===== src/hw/rtl/ntlv_pkg.sv =====
package ntlv_pkg;

    // Scan phases of the TLV walker.
    typedef enum logic [2:0] {
        PH_SEEK,
        PH_LEN,
        PH_LEN_HI,
        PH_LEN_LO,
        PH_VALUE,
        PH_FOUND,
        PH_TERM
    } scan_phase_t;

    // Byte codes that carry meaning in tag or length position.
    localparam logic [7:0] TAG_PAD  = 8'h00;
    localparam logic [7:0] TAG_NDEF = 8'h03;
    localparam logic [7:0] TAG_TERM = 8'hFE;
    localparam logic [7:0] LEN_LONG = 8'hFF;

    // Stop cause codes reported with each result.
    localparam logic [1:0] CAUSE_FOUND     = 2'd0;
    localparam logic [1:0] CAUSE_TERM      = 2'd1;
    localparam logic [1:0] CAUSE_TRUNCATED = 2'd2;
    localparam logic [1:0] CAUSE_CLEAN_END = 2'd3;

    localparam logic [15:0] POS_MAX = 16'hFFFF;

    typedef struct packed {
        logic [7:0] data_byte;
        logic       last_byte;
    } in_beat_t;

    typedef struct packed {
        logic        found;
        logic [1:0]  stop_cause;
        logic [15:0] value_offset;
        logic [15:0] value_length;
    } out_beat_t;

endpackage


===== src/hw/rtl/ntlv_ifs.sv =====
interface ntlv_in_if;
    logic               valid;
    logic               ready;
    ntlv_pkg::in_beat_t data;

    modport source (output valid, output data, input ready);
    modport sink   (input valid, input data, output ready);
endinterface

interface ntlv_out_if;
    logic                valid;
    logic                ready;
    ntlv_pkg::out_beat_t data;

    modport source (output valid, output data, input ready);
    modport sink   (input valid, input data, output ready);
endinterface


===== src/hw/rtl/ndef_tlv_scanner_core.sv =====
// NDEF TLV scanner. Tag memory arrives one byte per beat on the bytes channel, with
// last_byte set on the final byte of a buffer. Each buffer yields exactly one beat on
// the result channel: either the offset and length of the first NDEF TLV (tag 0x03)
// whose value lies fully inside the buffer, or a not-found beat whose stop_cause tells
// whether a terminator was seen, the buffer ended inside a header or value, or the
// buffer ended cleanly. The block takes one byte every clock cycle; the phase and
// counter update for a byte is done in the cycle it is accepted, and the result beat
// for a buffer is written to the result register as its last byte is accepted. The only
// thing that stops the input is that single result register: bytes.ready is low while
// it holds a beat that the result side does not take in that cycle. Byte positions
// and offsets saturate at 65535, and all scan state returns to its reset values after
// each last byte, so the next byte starts a new buffer.
module ndef_tlv_scanner_core (
    input  logic       clk,
    input  logic       rst_n,
    ntlv_in_if.sink    bytes,
    ntlv_out_if.source result
);
    import ntlv_pkg::*;

    scan_phase_t phase_reg, phase_next;
    logic [15:0] pos_reg, pos_next;
    logic [15:0] skip_reg, skip_next;
    logic        is_ndef_reg, is_ndef_next;
    logic [7:0]  len_hi_reg, len_hi_next;
    logic [15:0] held_offset_reg, held_offset_next;
    logic [15:0] held_length_reg, held_length_next;

    logic        result_valid_reg;
    out_beat_t   result_data_reg, result_data_next;

    logic        accept;
    logic [7:0]  b;
    logic [15:0] len_value;
    logic [15:0] value_off;
    logic [15:0] skip_dec;
    logic        start_len;
    scan_phase_t phase_step;

    // The result register is free when empty or when its beat leaves this cycle.
    assign bytes.ready  = !result_valid_reg || result.ready;
    assign accept       = bytes.valid && bytes.ready;
    assign result.valid = result_valid_reg;
    assign result.data  = result_data_reg;

    assign b         = bytes.data.data_byte;
    // Length as seen in the short-length or the low-byte phase.
    assign len_value = (phase_reg == PH_LEN_LO) ? {len_hi_reg, b} : {8'h00, b};
    // The value starts just after the current byte, saturating with the position.
    assign value_off = (pos_reg == POS_MAX) ? POS_MAX : pos_reg + 16'd1;
    assign skip_dec  = skip_reg - 16'd1;

    always_ff @(posedge clk or negedge rst_n)
    begin
        if (!rst_n)
        begin
            phase_reg        <= PH_SEEK;
            pos_reg          <= '0;
            skip_reg         <= '0;
            is_ndef_reg      <= 1'b0;
            len_hi_reg       <= '0;
            held_offset_reg  <= '0;
            held_length_reg  <= '0;
            result_valid_reg <= 1'b0;
        end
        else
        begin
            if (accept)
            begin
                phase_reg       <= phase_next;
                pos_reg         <= pos_next;
                skip_reg        <= skip_next;
                is_ndef_reg     <= is_ndef_next;
                len_hi_reg      <= len_hi_next;
                held_offset_reg <= held_offset_next;
                held_length_reg <= held_length_next;
            end
            if (accept && bytes.data.last_byte)
            begin
                result_valid_reg <= 1'b1;
            end
            else if (result.ready)
            begin
                result_valid_reg <= 1'b0;
            end
        end
    end

    // Result payload needs no reset; it is only loaded with a last byte.
    always_ff @(posedge clk)
    begin
        if (accept && bytes.data.last_byte)
        begin
            result_data_reg <= result_data_next;
        end
    end

    always_comb
    begin
        phase_step       = phase_reg;
        skip_next        = skip_reg;
        is_ndef_next     = is_ndef_reg;
        len_hi_next      = len_hi_reg;
        held_offset_next = held_offset_reg;
        held_length_next = held_length_reg;
        start_len        = 1'b0;

        case (phase_reg)
            PH_SEEK:
            begin
                if (b == TAG_TERM)
                begin
                    phase_step = PH_TERM;
                end
                else if (b != TAG_PAD)
                begin
                    is_ndef_next = (b == TAG_NDEF);
                    phase_step   = PH_LEN;
                end
            end
            PH_LEN:
            begin
                if (b == LEN_LONG)
                begin
                    phase_step = PH_LEN_HI;
                end
                else
                begin
                    start_len = 1'b1;
                end
            end
            PH_LEN_HI:
            begin
                len_hi_next = b;
                phase_step  = PH_LEN_LO;
            end
            PH_LEN_LO:
            begin
                start_len = 1'b1;
            end
            PH_VALUE:
            begin
                skip_next = skip_dec;
                if (skip_dec == 16'd0)
                begin
                    phase_step = is_ndef_reg ? PH_FOUND : PH_SEEK;
                end
            end
            default:
            begin
                phase_step = phase_reg;
            end
        endcase

        // A complete length either opens a value or, when zero, ends the TLV at once.
        if (start_len)
        begin
            if (len_value == 16'd0)
            begin
                if (is_ndef_reg)
                begin
                    held_offset_next = value_off;
                    held_length_next = 16'd0;
                    phase_step       = PH_FOUND;
                end
                else
                begin
                    phase_step = PH_SEEK;
                end
            end
            else
            begin
                skip_next        = len_value;
                held_offset_next = value_off;
                held_length_next = len_value;
                phase_step       = PH_VALUE;
            end
        end

        result_data_next = '0;
        case (phase_step)
            PH_FOUND:
            begin
                result_data_next.found        = 1'b1;
                result_data_next.stop_cause   = CAUSE_FOUND;
                result_data_next.value_offset = held_offset_next;
                result_data_next.value_length = held_length_next;
            end
            PH_TERM:
            begin
                result_data_next.stop_cause = CAUSE_TERM;
            end
            PH_SEEK:
            begin
                result_data_next.stop_cause = CAUSE_CLEAN_END;
            end
            default:
            begin
                result_data_next.stop_cause = CAUSE_TRUNCATED;
            end
        endcase

        phase_next = phase_step;
        pos_next   = (pos_reg == POS_MAX) ? POS_MAX : pos_reg + 16'd1;

        // The last byte closes the buffer and puts the scan back to its reset state.
        if (bytes.data.last_byte)
        begin
            phase_next       = PH_SEEK;
            pos_next         = '0;
            skip_next        = '0;
            is_ndef_next     = 1'b0;
            len_hi_next      = '0;
            held_offset_next = '0;
            held_length_next = '0;
        end
    end

    // A last byte always leaves a result waiting in the next cycle.
    assert property (@(posedge clk) disable iff (!rst_n)
        accept && bytes.data.last_byte |=> result_valid_reg)
    else $error("last byte accepted without a result");

    // A result that is not taken blocks further input.
    assert property (@(posedge clk) disable iff (!rst_n)
        result_valid_reg && !result.ready |-> !bytes.ready)
    else $error("input accepted while the result register is stalled");

    // Each buffer starts from a clean scan state.
    assert property (@(posedge clk) disable iff (!rst_n)
        accept && bytes.data.last_byte |=> phase_reg == PH_SEEK && pos_reg == 16'd0)
    else $error("scan state not cleared after last byte");

    // A not-found result carries no offset or length.
    assert property (@(posedge clk) disable iff (!rst_n)
        result_valid_reg && !result_data_reg.found
            |-> result_data_reg.value_offset == 16'd0 && result_data_reg.value_length == 16'd0
            && result_data_reg.stop_cause != CAUSE_FOUND)
    else $error("not-found result with payload");

endmodule

===== src/flat_wrapper.sv =====
// flat-port wrapper written by rule: the top's interface ports become plain ports
module ndef_tlv_scanner_core_flat import ntlv_pkg::*;
  (clk, rst_n, bytes_valid, bytes_data, bytes_ready, result_valid, result_data, result_ready);
  ntlv_in_if bytes_i ();
  ntlv_out_if result_i ();
  input  logic clk;
  input  logic rst_n;
  input wire logic [$bits(bytes_i.valid)-1:0] bytes_valid;
  input wire logic [$bits(bytes_i.data)-1:0] bytes_data;
  output wire logic [$bits(bytes_i.ready)-1:0] bytes_ready;
  output wire logic [$bits(result_i.valid)-1:0] result_valid;
  output wire logic [$bits(result_i.data)-1:0] result_data;
  input wire logic [$bits(result_i.ready)-1:0] result_ready;
  assign bytes_i.valid = bytes_valid;
  assign bytes_i.data = bytes_data;
  assign bytes_ready = bytes_i.ready;
  assign result_valid = result_i.valid;
  assign result_data = result_i.data;
  assign result_i.ready = result_ready;
  ndef_tlv_scanner_core u_core (.clk(clk), .rst_n(rst_n), .bytes(bytes_i), .result(result_i));
endmodule

===== config.mk =====
export PLATFORM = sky130hd
export DESIGN_NAME = ndef_tlv_scanner_core_flat
export DESIGN_NICKNAME = d
export VERILOG_FILES = /design/src/hw/rtl/ntlv_pkg.sv /design/src/hw/rtl/ntlv_ifs.sv /design/src/hw/rtl/ndef_tlv_scanner_core.sv /design/src/flat_wrapper.sv
export SDC_FILE = /design/constraint.sdc
export NUM_CORES = 1
export LEC_CHECK = 0
export ABC_AREA = 1
export BUFFER_PORTS_ARGS = -buffer_cell sky130_fd_sc_hd__buf_2
export CORE_ASPECT_RATIO = 0.75
export CORE_UTILIZATION = 35
export DETAILED_ROUTE_END_ITERATION = 8
export PLACE_DENSITY = 0.54
export RECOVER_POWER = 100
export SETUP_SLACK_MARGIN = 0.4
export SLEW_MARGIN = 0
export SYNTH_ARGS = -nofsm -noshare
export SYNTH_HDL_FRONTEND = slang
export SYNTH_SLANG_ARGS = --single-unit

===== constraint.sdc =====
create_clock -name clk -period 6.4 [get_ports clk]
set_clock_uncertainty 0.2 [all_clocks]
set_input_delay 0.32 -clock clk [delete_from_list [all_inputs] [get_ports clk]]
set_output_delay 0.32 -clock clk [all_outputs]
set_load 0.01 [all_outputs]

==> metrics <==
Synth Register Bits=112; DIE WIDTH=155.0 µm; FP Rows=41; CP bufs+invs=4; worst r2r path cells=9; layout cells sized above 1=0.1004; io pins=50; Wirelength per Cell=15.98 µm; Least-Margin Pin Slew=2.220 ns; setup TNS=0 ns; FF-to-FF Start=u_core.result.valid$_DFFE_PN0P_; Synth Cell Area=6146 µm²; CP startpoint=u_core.result.valid$_DFFE_PN0P_; Multi-input gate area=2546 µm²; net count reported at finish=778; post-cts resize count=0; Clk Latency, worst-skew pair=0.36 ns; cell count after synthesis=724; violated checks=capacitance limit, slew limit; Crit path max-delay family=buffers and inverters; CP endpoint=u_core.len_hi_reg[1]$_DFFE_PN0P_; hpwl dp=11.06 mm; Max FO, Critical Path=40; crit path kind=flop to flop; final hold violation count=0; initial antenna violation count=0; Critical Path RT=6.43 ns; CTS Buf Count=9; EDFF count, synth=35; number of flip-flops in the largest register=35; worst path cell trace=nand2_1, nand2_1, clkbuf_1, nor2_4, clkbuf_1, inv_1, o41ai_1, clkbuf_1, o22ai_1; Area Overhead vs Synth=7.797%; Root Buffer=clkbuf_16; number of global-route vias before repair=4883; Filler Cell Count=1752; Max Slew Vio Count=78; DIE HEIGHT=116.8 µm; Worst EP arrival=4.56 ns; FMAX=0.2207 GHz; largest net degree at the start of global routing=78; initial drt markers=496; R2R Setup Slk=1.87 ns; DR vias/cell=5.117; crit path capture type=flop; slowest stage delay, CP=1.60 ns; routed wire length=16.02 mm; asr flop ratio synth=0.6875; worst min path class=primary input to flop; CTS tree=built; most common library cells after synthesis=nand2_1, dfrtp_1, inv_1; starting density of the core=0.3619; syn_nets=740; post-synth top area share=0.3135; Cell variety after synth=39; CP max-delay cell=clkbuf_1; Static Leak=2.739 nW; die area=18100 µm²; most common cell in the synthesized netlist=nand2_1; final std cells w/o fill=1003; CP Launch Type=flop; drt first pass iters=7; register area share after synthesis=0.4845; maximum VDD drop=198.0 µV; YS warnings=0; final instance area=6625 µm²; Slew HR=-0.4798; cell taking the most area after synthesis=dfrtp_1; register area=2978 µm²; PD cells=453.2 nW/µm²; CTS sink count=112; GR Overflow Total=0; GRT Total Usage=0.1870; Crit path top cell by count=clkbuf_1; status=finished with violations; drt drc=0; Mean Syn Cell Area=8.489 µm²; Setup violations, final=0; unrepaired setup endpoints after global routing=no; setup bufs post-CTS=0; H-tree depth=3; Primary FF master, synth=dfrtp_1; global-route wire length before repair=25.87 mm; RD Place Congestion=0.9443; CP Depth=9; Synth area leaders=dfrtp_1, edfxtp_1, nand2_1; diode count=0; Placed Cells=986; Reg clk slew, reported paths=0.07 ns; area of the core=16980 µm²; ratio of final minimum period to clock period=0.7078; Vias=5132; Port-buffer cells=49; Area after DPL=6555 µm²; max cap viols=2; R2R Path End=u_core.len_hi_reg[1]$_DFFE_PN0P_; final core occ=0.3902; Post-DRT Antenna Nets=0; Period minus WS final=4.530 ns; Post-CTS Hold Fix Bufs=1; CTS max path bufs=2
==> layout by cell type, fill, tap and decap left out, drive strengths merged <==
master / netlist / final
nand2: 177 / 177
o21ai: 87 / 87
inv: 78 / 79
nor2: 79 / 79
dfrtp: 77 / 77
clkbuf: 16 / 53
nor3: 41 / 41
edfxtp: 35 / 35
o22ai: 29 / 29
nand3: 26 / 26
a21oi: 23 / 23
buf: 13 / 13
xor2: 12 / 12
nand4: 8 / 8
a21boi: 6 / 6
nor4: 5 / 5
ha: 3 / 3
a22oi: 3 / 3
clkinv: 0 / 3
nand3b: 1 / 1
a31oi: 1 / 1
or2: 1 / 1
o41ai: 1 / 1
o221ai: 1 / 1
o211ai: 1 / 1
clkinvlp: 0 / 1
dlygate4sd3: 0 / 1
==> cell type report <==
type / instances / area share
clock inverter: 5 / 0.004533
timing repair buffer: 56 / 0.03588
clock buffer: 11 / 0.03664
inverter: 78 / 0.04457
sequential: 112 / 0.4495
tap: 236 / 0.04457
multi-input combinational: 505 / 0.3843
==> worst min path at each step <==
stage	from	to	slack, ns	cells past startpoint
after detailed placement	u_core.held_length_reg[0]$_DFFE_PN0P_	u_core.held_length_reg[0]$_DFFE_PN0P_	0.28	2
after global placement	u_core.held_length_reg[4]$_DFFE_PN0P_	u_core.held_length_reg[4]$_DFFE_PN0P_	0.27	2
after global routing	result_ready	u_core.result.valid$_DFFE_PN0P_	0.07	4
after floorplan	rst_n	u_core.held_length_reg[0]$_DFFE_PN0P_	-0.18	0
final	result_ready	u_core.result.valid$_DFFE_PN0P_	0.04	4
after CTS	result_ready	u_core.result.valid$_DFFE_PN0P_	0.02	4
==> power by group <==
part	switching (mW)	internal (mW)	total (mW)	leakage, nW
Clock	0.268	0.274	0.543	0.133
Sequential	0.0941	0.868	0.962	1.39
Combinational	1.06	0.440	1.50	1.21
Total	1.42	1.58	3.00	2.74
==> layer usage <==
| layer | vias up | routed length (µm) | global-route usage |
|---|---|---|---|
| met3 | 15 | 1088 | 0.04750 |
| li1 | 2494 | - | - |
| met5 | - | 0 | 0 |
| met2 | 166 | 6539 | 0.2670 |
| met4 | 0 | 146 | 0.04092 |
| met1 | 2457 | 8249 | 0.2813 |
==> through the flow <==
stage / hold slack, ns / power (mW) / setup WS, ns
global route: 0.06687 / 3.247 / 1.456
CTS: 0.02011 / 3.105 / 3.058
floorplan: -0.1756 / 2.275 / 3.249
global placement: 0.2682 / 2.543 / 3.168
detailed placement: 0.2764 / 2.553 / 3.095
finish: 0.03846 / 3.002 / 1.870
==> cells by family (layout without fill, tap and decap cells) <==
group           after synthesis  after routing  synth area share
xor+xnor                     12             12           0.01710
simple gates                338            338            0.2724
compound gates              152            152            0.1415
buf+inv                     107            150           0.07838
fa+ha+maj                     3              3          0.006108
flops                       112            112            0.4845
==> worst register-to-register path, stage by stage (launching register included) <==
cell	delay (ns)
dfrtp_1	0.38
nand2_1	0.10
nand2_1	0.06
clkbuf_1	0.74
nor2_4	0.27
clkbuf_1	1.60
inv_1	0.37
o41ai_1	0.19
clkbuf_1	0.35
o22ai_1	0.13
(Power assumes the default switching activity.)
